### src/rtl/v3alu_pkg.sv
// ----------------------------------------------------------------------------
// v3alu_pkg
// opcodes, status codes and saturation helpers shared by the vector alu
// ----------------------------------------------------------------------------
package v3alu_pkg;

    typedef enum logic [3:0] {
        OP_ADD   = 4'd0,
        OP_SUB   = 4'd1,
        OP_CROSS = 4'd2,
        OP_DOT   = 4'd3,
        OP_ADD_S = 4'd4,
        OP_SUB_S = 4'd5,
        OP_MUL_S = 4'd6,
        OP_DIV_S = 4'd7,
        OP_MAG   = 4'd8,
        OP_NORM  = 4'd9
    } op_t;

    typedef enum logic [1:0] {
        ST_OK   = 2'd0,
        ST_SAT  = 2'd1,
        ST_DIV0 = 2'd2
    } status_t;

    // one stage per root bit of a 64-bit radicand
    localparam int SQ_STAGES = 32;

    localparam logic signed [31:0] S32_MAX = 32'sh7fff_ffff;
    localparam logic signed [31:0] S32_MIN = 32'sh8000_0000;
    localparam logic signed [65:0] W_MAX   = 66'sh0_7fff_ffff;
    localparam logic signed [65:0] W_MIN   = -66'sh0_8000_0000;

    typedef struct packed {
        logic               sat;
        logic signed [31:0] val;
    } sat_t;

    // clamp a wide signed value to 32 bits
    function automatic sat_t sat66(input logic signed [65:0] v);
        sat_t r;
        if (v > W_MAX) begin
            r.sat = 1'b1;
            r.val = S32_MAX;
        end else if (v < W_MIN) begin
            r.sat = 1'b1;
            r.val = S32_MIN;
        end else begin
            r.sat = 1'b0;
            r.val = v[31:0];
        end
        return r;
    endfunction

    // apply sign to an unsigned quotient and clamp
    function automatic sat_t quot_fix(input logic [32:0] q, input logic ovf,
                                      input logic neg);
        sat_t r;
        r.sat = 1'b0;
        r.val = '0;
        if (neg) begin
            if (ovf || q > 33'h0_8000_0000) begin
                r.sat = 1'b1;
                r.val = S32_MIN;
            end else begin
                r.val = ~q[31:0] + 32'd1;
            end
        end else begin
            if (ovf || q[32] || q[31]) begin
                r.sat = 1'b1;
                r.val = S32_MAX;
            end else begin
                r.val = q[31:0];
            end
        end
        return r;
    endfunction

endpackage

### src/rtl/v3alu_isqrt.sv
// ----------------------------------------------------------------------------
// v3alu_isqrt
// pipelined integer square root, one root bit per stage
// ----------------------------------------------------------------------------
module v3alu_isqrt (
    input  logic        aclk,
    input  logic        en,
    input  logic [63:0] n_in,
    output logic [31:0] root
);
    import v3alu_pkg::*;

    logic [63:0] n_reg [SQ_STAGES];
    logic [63:0] r_reg [SQ_STAGES];

    for (genvar k = 0; k < SQ_STAGES; k++) begin : g_stage
        localparam int SH = 2 * (SQ_STAGES - 1 - k);
        logic [63:0] n_cur, r_cur, trial, n_next, r_next;

        if (k == 0) begin : g_first
            assign n_cur = n_in;
            assign r_cur = '0;
        end else begin : g_rest
            assign n_cur = n_reg[k-1];
            assign r_cur = r_reg[k-1];
        end

        assign trial = r_cur + (64'd1 << SH);

        always_comb begin
            if (n_cur >= trial) begin
                n_next = n_cur - trial;
                r_next = (r_cur >> 1) + (64'd1 << SH);
            end else begin
                n_next = n_cur;
                r_next = r_cur >> 1;
            end
        end

        always_ff @(posedge aclk) begin
            if (en) begin
                n_reg[k] <= n_next;
                r_reg[k] <= r_next;
            end
        end
    end

    assign root = r_reg[SQ_STAGES-1][31:0];

endmodule

### config.mk
export PLATFORM = sky130hd
export DESIGN_NAME = v3alu_isqrt
export DESIGN_NICKNAME = d
export VERILOG_FILES = /design/src/rtl/v3alu_pkg.sv /design/src/rtl/v3alu_isqrt.sv
export SDC_FILE = /design/constraint.sdc
export NUM_CORES = 2
export LEC_CHECK = 0
export BUFFER_PORTS_ARGS = -buffer_cell sky130_fd_sc_hd__buf_2
export CAP_MARGIN = 40
export CORE_MARGIN = 2
export CORE_UTILIZATION = 64
export CTS_CLUSTER_SIZE = 14
export DETAILED_ROUTE_END_ITERATION = 7
export GPL_TIMING_DRIVEN = 0
export PLACE_DENSITY = 0.78
export SYNTH_ARGS = -nofsm -noshare
export SYNTH_HDL_FRONTEND = slang
export SYNTH_SLANG_ARGS = --single-unit
### constraint.sdc
create_clock -name aclk -period 4 [get_ports aclk]
set_input_delay 0.4 -clock aclk [delete_from_list [all_inputs] [get_ports aclk]]
set_output_delay 0.4 -clock aclk [all_outputs]
set_load 0.01 [all_outputs]
==> results_dict.tcl <==
set metrics [dict create \
    clockBufferDepth 4 \
    hold_slack_ps 49.54 \
    startpoint "n_reg[1][120]" \
    worstPathRequired_ps 4660 \
    drc_errors 0 \
    status "finished clean" \
    fillCellCount 12210 \
    areaGrowthSynthToFinish_pct 12.25 \
    grt_max_degree 196 \
    io_buffers 97 \
    top_level_ports 98 \
    largest_reg_flops 1984 \
    p_per_area_mw_per_mm2 577.3 \
    gp_congestion 0.9530 \
    synth_cell_type_count 97 \
    grt_util_all_layers_pct 30.67 \
    die_y_microns 437.1 \
    antenna_left 0 \
    synthFlopType "edfxtp_1" \
    relSlewSlack_pct 23.78 \
    start_util_pct 64.60 \
    layout-drive-gt1-share_pct 8.774 \
    clock_latency_ps 950 \
    start_kind "register" \
    timing.max_cap.violations 0 \
    final_util_pct 72.51 \
    grt_pass1_wl_microns 452400 \
    synth_warnings 0 \
    end_kind "register" \
    first_iter_violations 9611 \
    maxSlewViolCount 0 \
    die_w_microns 437.1 \
    ys_seq_area_share_pct 62.84 \
    hold_path.class "in -> reg" \
    grt_remaining_overflow 0 \
    row_count 158 \
    postSynthCellCount 9507 \
    yosys.area.top_type_share_pct 62.84 \
    stdcell_area_sq_mm 0.1347 \
    fin_crit_sh_pct 99.65 \
    fmax_mhz 250.9 \
    core_area_sq_mm 0.1858 \
    cp_max_fo 10 \
    wl_per_cell_microns 23.57 \
    yosysTopAreaCell "edfxtp_1" \
    dieArea_sq_mm 0.1910 \
    synth.net_count 10130 \
    crit_end "n_reg[1][178]" \
    multi_input_area_sq_mm 0.04225 \
    synth_edf_count 2512 \
    avgSynthCellArea_sq_um 12.63 \
    vias 80070 \
    vias_per_cell 6.312 \
    setup_slack_ps 13.83 \
    reg2reg_to "n_reg[1][178]" \
    min_period_ps 3986 \
    h-tree-depth 5 \
    cp_data_arrival_time_ps 4650 \
    r2r-start "n_reg[1][120]" \
    total_power_mw 77.80 \
    rrSetupSlack_ps 10 \
    yosys_register_bits 2512 \
    grt_pass1_vias 76760 \
    cts_made_buffers 274 \
    clk_pin_slew_ps 60 \
    async_reset_ff_share_pct 0 \
    synth_area_leaders "edfxtp_1, ha_1, xnor2_1" \
    nets 10640 \
    dr.pass1.iters 6 \
    p_leak_nw 51.05 \
    clockRootBuffer "clkbuf_16" \
    cts.sinks 2512 \
    post_dp_cell_area_sq_mm 0.1241 \
    syn_area_sq_mm 0.1200 \
    r2r_cells 10 \
    antenna_found_initial 12 \
    worstSetupPathType "reg -> reg" \
    wirelength_microns 299000 \
    cts_tree "yes" \
    place_hpwl_microns 210600 \
    skew_ps 87.05 \
    worst_pin_slew_ps 1143 \
    hold_viol_final 0 \
    ir_drop_v 0.0005255 \
    setup_violations 0 \
    register_area_sq_mm 0.07543 \
    dp_worst_setup_slack_ps -1294 \
]
-- per-layer routing --
layer | GRT usage (%) | routed length [microns]
met3 | 4.768 | 22850
met4 | 7.164 | 6524
met2 | 49.08 | 140400
met5 | 0 | 12
met1 | 44.61 | 129100
-- layout by cell type (no fill, tap or decap), types with 70 or more instances in the layout --
cell type and instances:
edfxtp_1 2512, inv_1 686, nor2_1 663, a21oi_1 618, nand2_1 577, ha_1 549, xnor2_1 483, xor2_1 398
o21ai_0 390, nor4_1 326, clkbuf_16 284, a21o_1 248, nor3_1 237, clkbuf_1 159, nand4_1 157, nand3_1 145
buf_2 115, nand2b_1 107, o21a_1 100, mux2_2 96, or3_1 86, nor2b_1 70
-- cells by family (layout without fill, tap and decap cells) --
group | Yosys count | count (layout) | synth area share [%]
AOI/OAI and AO/OA | 1792 | 1792 | 9.248
DFF | 2512 | 2512 | 62.84
buffers and inverters | 875 | 1569 | 2.754
other | 0 | 3 | 0
adders and majority gates | 558 | 558 | 5.816
and+or+nand+nor | 2784 | 2784 | 11.95
xor gates and xnor gates | 886 | 886 | 6.464
muxes | 100 | 100 | 0.9339
-- cell type report --
class | count | area share, %
well taps | 2480 | 2.303
flip-flops and latches | 2512 | 55.98
diodes | 3 | 0.005571
repair buffers | 249 | 1.578
plain buffers | 170 | 0.5451
multi-input cells | 6120 | 31.36
inverters | 689 | 1.919
clock buffers | 327 | 5.378
clock inverters | 134 | 0.9360
-- worst min-delay path by stage --
| stage | startpoint | endpoint | slack [ps] | depth (start not counted) |
|---|---|---|---|---|
| 2_1_floorplan | n_reg[1][647] | n_reg[1][711] | 420 | 0 |
| 3_3_place_gp | n_reg[0][902] | n_reg[0][966] | 430 | 0 |
| 3_5_place_dp | n_reg[0][423] | n_reg[0][487] | 430 | 0 |
| 4_1_cts | en | n_reg[1][56] | 50 | 1 |
| 5_1_grt | en | n_reg[1][56] | 60 | 1 |
| 6_report | en | n_reg[1][56] | 50 | 1 |
-- critical path, cell delays in order, from the launching register on --
cell and delay [ps]:
edfxtp_1 510, or4_1 690, nor4_1 320, nand2b_1 170, nor2_1 140, or4b_2 670
a21oi_1 210, nand2_1 110, buf_1 290, nor4b_1 250, xor2_1 380
-- what timing repair did --
item / CTS / global route
pin swaps: 11 / 17
endpoints found under the setup margin: 656 / 664
buffers inserted: 19 / 31
hold buffers: 65 / 0
hold endpoints to repair: 65 / 0
gates cloned: 2 / 1
gates resized for setup: 104 / 155
-- Yosys cell counts (100+ instances only) --
library cell	count
nand2_1	579
ha_1	558
o21a_1	100
xnor2_1	488
clkbuf_1	160
edfxtp_1	2512
nor2_1	670
nor4_1	348
a21o_1	249
nor3_1	254
a21oi_1	634
nand4_1	157
inv_1	686
nand2b_1	108
xor2_1	398
o21ai_0	400
nand3_1	147
-- stage by stage --
step           instances  TNS (ps)
2_1_floorplan       9507         0
3_3_place_gp       12080         -
3_5_place_dp       12120   -594040
4_1_cts            12650         0
5_1_grt            12680    -51.51
6_report           12680         0
-- power by group --
part | internal (mW) | switching (mW)
registers | 33.5 | 2.83
logic | 6.92 | 9.99
clock network | 14.4 | 10.2
Note: power is estimated with default switching activity, not from simulation.
